$ cat config.mk
export PLATFORM = sky130hd
export DESIGN_NAME = bomx_ram
export DESIGN_NICKNAME = d
export VERILOG_FILES = /design/src/bomx_ram.sv
export SDC_FILE = /design/constraint.sdc
export NUM_CORES = 1
export LEC_CHECK = 0
export ABC_AREA = 1
export BUFFER_PORTS_ARGS = -buffer_cell sky130_fd_sc_hd__buf_2
export CORE_UTILIZATION = 50
export DETAILED_ROUTE_END_ITERATION = 12
export PLACE_DENSITY = 0.76
export SLEW_MARGIN = 20
export SYNTH_ARGS = -nofsm -noshare
export SYNTH_HDL_FRONTEND = slang
export SYNTH_SLANG_ARGS = --single-unit
$ cat constraint.sdc
create_clock -name clk -period 1.3 [get_ports clk]
set_input_delay 0.325 -clock clk [delete_from_list [all_inputs] [get_ports clk]]
set_output_delay 0.325 -clock clk [all_outputs]
set_load 0.02 [all_outputs]
$ cat src/bomx_ram.sv
// Generic single-write, single-read synchronous RAM with registered read data.
module bomx_ram #(
  parameter int W = 8,
  parameter int D = 16
) (
  input  logic                 clk,
  input  logic                 we,
  input  logic [$clog2(D)-1:0] waddr,
  input  logic [W-1:0]         wdata,
  input  logic                 re,
  input  logic [$clog2(D)-1:0] raddr,
  output logic [W-1:0]         rdata
);

  logic [W-1:0] mem [D];

  // write and read ports, read data held when not enabled
  always_ff @(posedge clk) begin
    if (we) begin
      mem[waddr] <= wdata;
    end
    if (re) begin
      rdata <= mem[raddr];
    end
  end

endmodule

==> results of run 1 <==
## cells by family (layout without fill, tap and decap cells)
group                  after synthesis  count (layout)  share of synthesized area
flip-flops                         136             136                      0.698
buffers and inverters              126             182                     0.0939
AND/OR/NAND/NOR                    289             289                      0.208
## per-stage QoR
step,utilization,setup TNS (ns)
after floorplan,-,0
after global placement,0.544,-2.45
after detailed placement,0.544,-3.08
after CTS,0.596,0
after global routing,0.598,-0.00824
final,0.598,0
## routing by layer
layer | up-vias | track usage | wire length, um
met4 | 0 | 0.130 | 490
met5 | - | 0 | 0
met2 | 209 | 0.361 | 6160
met3 | 40 | 0.0529 | 1120
li1 | 1864 | - | -
met1 | 1879 | 0.294 | 4990
## worst min-delay path by stage
| stage | start | to | slack [ns] | cells after the start |
|---|---|---|---|---|
| after floorplan | wdata[0] | mem[0][0] | 0.42 | 0 |
| after global placement | re | rdata[0] | 0.69 | 1 |
| after global routing | re | rdata[7] | 0.25 | 1 |
| after detailed placement | re | rdata[0] | 0.68 | 1 |
| after CTS | re | rdata[0] | 0.25 | 1 |
| final | re | rdata[7] | 0.26 | 1 |
## state kept, by name (all words and copies together), names as in the netlist
| register | flops |
|---|---|
| rdata | 8 |
| mem | 128 |
## power by group
group	internal (mW)	switching [mW]	leakage (nW)	total (mW)
clock	3.17	1.65	0.288	4.82
combinational	0.196	0.448	1.44	0.644
sequential	4.94	0.0243	1.24	4.97
total	8.30	2.12	2.96	10.4
## placed cells by master (no fill, tap or decap), drive strengths merged
master / n
buf: 49
inv: 102
clkinv: 6
bufinv: 4
nand3: 97
clkbuf: 20
nor2: 17
clkinvlp: 1
edfxtp: 136
nand2: 173
nand3b: 2
## layout make-up
cell class,instances,share of cell area
clock inverter,11,0.0227
clock buffer,20,0.0640
inverter,102,0.0561
timing repair buffer,49,0.0545
multi-input combinational,289,0.178
tap,143,0.0262
sequential,136,0.599
## what timing repair did
action,in CTS,in global routing
gates resized for setup,0,6
hold endpoints to repair,0,0
setup endpoints to repair,0,3
==> flow_summary.yaml, run 1 <==
logic_synthesis:
  synth_area_mm2: 0.00585
  ys_ff_latch: 136
  synth-seq-area-share: 0.698
  ys_types: 11
  async_flop_share: 0
  synth_area_leaders: "edfxtp_1 70%, nand2_1 11%, nand3_1 8.3%"
  synth-edff-count: 136
  syn_inst: 551
  yosys-top-cells-count: "173 x nand2_1, 136 x edfxtp_1, 100 x inv_1"
  ys_warn_count: 0
  synth.top_cell.area_share: 0.698
  yosys.area.top_type: "edfxtp_1"
  syn_area_per_cell_um2: 10.6
  synth_most_common_cell: "nand2_1"
  syn-num-nets: 570
  synth_top_flop_cell: "edfxtp_1"
routing:
  wl_per_cell_um: 17.0
  drtIter0Drc: 373
  dr.pass1.iters: 6
  drcViolationCount: 0
  postRouteAntennaNets: 0
  route.vias.total: 3992
  wl_mm: 12.8
  via_per_inst: 5.32
sta:
  hold_viol_final: 0
  slew-limit-headroom: 0.589
  hold_ws_ns: 0.257
  fmax_ghz: 0.788
  rsz0062_at_grt: "yes"
  final-setup-viol-count: 0
  post-route-period-util: 0.976
  clock_skew_ns: 0.00809
  worst_pin_slew_ns: 0.615
  min_period_ns: 1.27
  finalWorstSetupSlack_ns: 0.0308
  slew_viol_final: 0
placement:
  post-place-ws_ns: -0.269
  io_buffer_count: 26
  place_inst: 719
  place_area_mm2: 0.00621
  gp_congestion: 0.851
  dp_hpwl_mm: 7.74
critical_path:
  critical_path.top_delay_family: "flip-flops"
  timing.rr.end: "rdata[6]"
  r2r_setup_slack_ns: 0.14
  startpoint_type: "flop"
  worstPathBufferInverterCount: 1
  critPathCapture: "rdata[5]"
  worst-setup-path-type: "flop to primary output"
  startpoint: "rdata[5]"
  r2r_start: "mem[5][6]"
  crit_path_cell_trace: "buf_2"
  r2r_cells: 6
  critical_path.slowest_cell: "edfxtp_1"
  critPathRequiredTime_ns: 0.98
  cp.depth: 1
  cpPeakStageDelay_ns: 0.36
  end_kind: "primary output"
  path_max_fanout: 1
  worstPathArrival_ns: 0.94
global_route:
  grt_pass1_wl_mm: 19.7
  grt_max_degree: 65
  grt_overflow: 0
  grt_pass1_vias: 3797
  grt_util_all_layers: 0.229
  antenna_found_initial: 0
final_layout:
  multi_input_area_mm2: 0.00121
  area_growth_pct: 16.7
  fillers: 916
  nNetsFinal: 614
  drive_gt1_frac: 0.127
  final_cells: 750
  antenna_cells: 0
  seqCellArea_mm2: 0.00408
  final_cell_area_mm2: 0.00682
die:
  io_pins: 27
  fp.dieH_um: 110
  die_x_um: 110
  core_mm2: 0.0114
  initial_core_util: 0.512
  die_area_mm2: 0.0121
  rows: 39
cts:
  cts_setup_buffers: 0
  postCtsHoldBufs: 0
  cts_sinks: 136
  clk_pin_slew_worst_paths_ns: 0.06
  clock_latency_ns: 0.41
  cts_inserted_buffers: 17
  htree_levels: 4
  cts_root_buf: "clkbuf_16"
  cts_tree: "done"
  clk_path_buf_depth: 2
power:
  powerDensity_mw_per_mm2: 1530
  leakage_nw: 2.96
  max-vdd-ir-drop_mv: 0.890
  report.power.total_mw: 10.4
job:
  max_cap_viol_count: 0
run_status:
  outcome: "finished clean"
worst_hold_path:
  hold_path_class: "input port to flop"
Note: power is estimated with default switching activity, not from simulation.
==> inputs of run 2 (changes only) <==
CORE_UTILIZATION = 30   (was 50)
PLACE_DENSITY = 0.52   (was 0.76)
==> run 2 against run 1 <==
  * The flow now finishes with violations (setup timing)
  * Cell area up 2.3%
  * Global-route usage is 7.8 points lower
  * Final cell count rose by 16%
  * Register-to-register slack hardly changed
  * Routed wire length grew 6.6%
  * Largest power group unchanged
  * Critical endpoint unchanged
  * Sequential power is essentially flat
  * Count of clock-buffer cells in the layout fell by 3
==> flow_summary.yaml, run 2 (synthesis results as in run 1) <==
run_status:
  outcome: "finished with violations"
  violations: "setup timing"
global_route:
  antenna_found_initial: 0
  grt_pass1_vias: 3937
  grt_util_all_layers: 0.151
  grt_overflow: 0
  grt_max_degree: 41
  grt_pass1_wl_mm: 21.7
routing:
  via_per_inst: 4.41
  dr.pass1.iters: 4
  drtIter0Drc: 325
  wl_mm: 13.6
  route.vias.total: 3845
  wl_per_cell_um: 15.6
  drcViolationCount: 0
  postRouteAntennaNets: 0
cts:
  clk_pin_slew_worst_paths_ns: 0.05
  htree_levels: 4
  cts_inserted_buffers: 17
  cts_root_buf: "clkbuf_16"
  cts_tree: "done"
  clk_path_buf_depth: 2
  cts_sinks: 136
  clock_latency_ns: 0.43
power:
  powerDensity_mw_per_mm2: 1420
  report.power.total_mw: 9.88
  leakage_nw: 2.97
  max-vdd-ir-drop_mv: 0.723
sta:
  worst_pin_slew_ns: 0.388
  final-setup-viol-count: 3
  hold_viol_final: 0
  rsz0062_at_grt: "yes"
  slew-limit-headroom: 0.741
  hold_ws_ns: 0.268
  clock_skew_ns: 0.00711
  slew_viol_final: 0
  fmax_ghz: 0.723
  min_period_ns: 1.38
  finalWorstSetupSlack_ns: -0.0840
  post-route-period-util: 1.06
final_layout:
  antenna_cells: 0
  top_regs: "mem: 128 flops, rdata: 8 flops"
  final_cells: 872
  regMostFlops: "mem"
  finalCoreUtilization: 0.370
  layout_common_cells: "173 x nand2_1, 136 x edfxtp_1, 100 x inv_1"
  largest_reg_flops: 128
  nNetsFinal: 620
  final_common_cell: "nand2_1"
  drive_gt1_frac: 0.136
  area_growth_pct: 19.4
critical_path:
  crit_path_cell_trace: "buf_6"
  r2r_setup_slack_ns: 0.13
  startpoint_type: "flop"
  path_max_fanout: 1
  critPathRequiredTime_ns: 0.98
  cpPeakStageDelay_ns: 0.46
  critical_path.top_delay_family: "flip-flops"
  worst-setup-path-type: "flop to primary output"
  worstPathBufferInverterCount: 1
  worstPathArrival_ns: 1.06
  end_kind: "primary output"
  critical_path.slowest_cell: "edfxtp_1"
die:
  die_area_mm2: 0.0201
  fp.dieH_um: 142
  die_x_um: 142
  core_mm2: 0.0189
  io_pins: 27
  initial_core_util: 0.309
  rows: 50
placement:
  place_inst: 842
  dp_hpwl_mm: 9.02
  post-place-ws_ns: -0.228
  io_buffer_count: 26
  gp_congestion: 0.814
job:
  max_cap_viol_count: 0
worst_hold_path:
  hold_path_class: "input port to flop"
run 2: repair_timing:
item | in CTS | in global routing
setup endpoints to repair | 7 | 8
buffers inserted | 0 | 0
hold buffers | 0 | 0
gates resized for setup | 12 | 4
run 2: power by group:
| group | switching [mW] | total (mW) | internal [mW] |
|---|---|---|---|
| Combinational | 0.447 | 0.674 | 0.227 |
| Clock | 1.69 | 4.23 | 2.54 |
| Sequential | 0.0337 | 4.98 | 4.94 |
run 2: layout make-up:
cell class	count	area (um^2)
Tap cell	260	325
Timing Repair Buffer	55	460
Clock buffer	17	425
Clock inverter	13	90.1
Inverter	102	383
Fill cell	1878	11900
Multi-Input combinational cell	289	1210
Sequential cell	136	4080
run 2: final timing paths:
check                           startpoint        to  cells past startpoint
worst max-delay path              rdata[5]  rdata[5]                      1
worst min-delay path                    re  rdata[2]                      1
worst max register to register   mem[1][0]  rdata[0]                      6
worst min register to register  mem[12][2]  rdata[2]                      6
run 2: per-stage QoR:
step	area (um^2)	setup TNS [ns]
after floorplan	5850	0
after global placement	6420	-4.52
after detailed placement	6420	-5.41
after CTS	6970	-0.201
after global routing	6980	-0.270
final	6980	-0.138
run 2: layer usage:
metal | GRT usage | wire (um)
met5 | 0 | 0
met4 | 0.0662 | 259
met3 | 0.0479 | 750
met2 | 0.256 | 6810
met1 | 0.177 | 5780
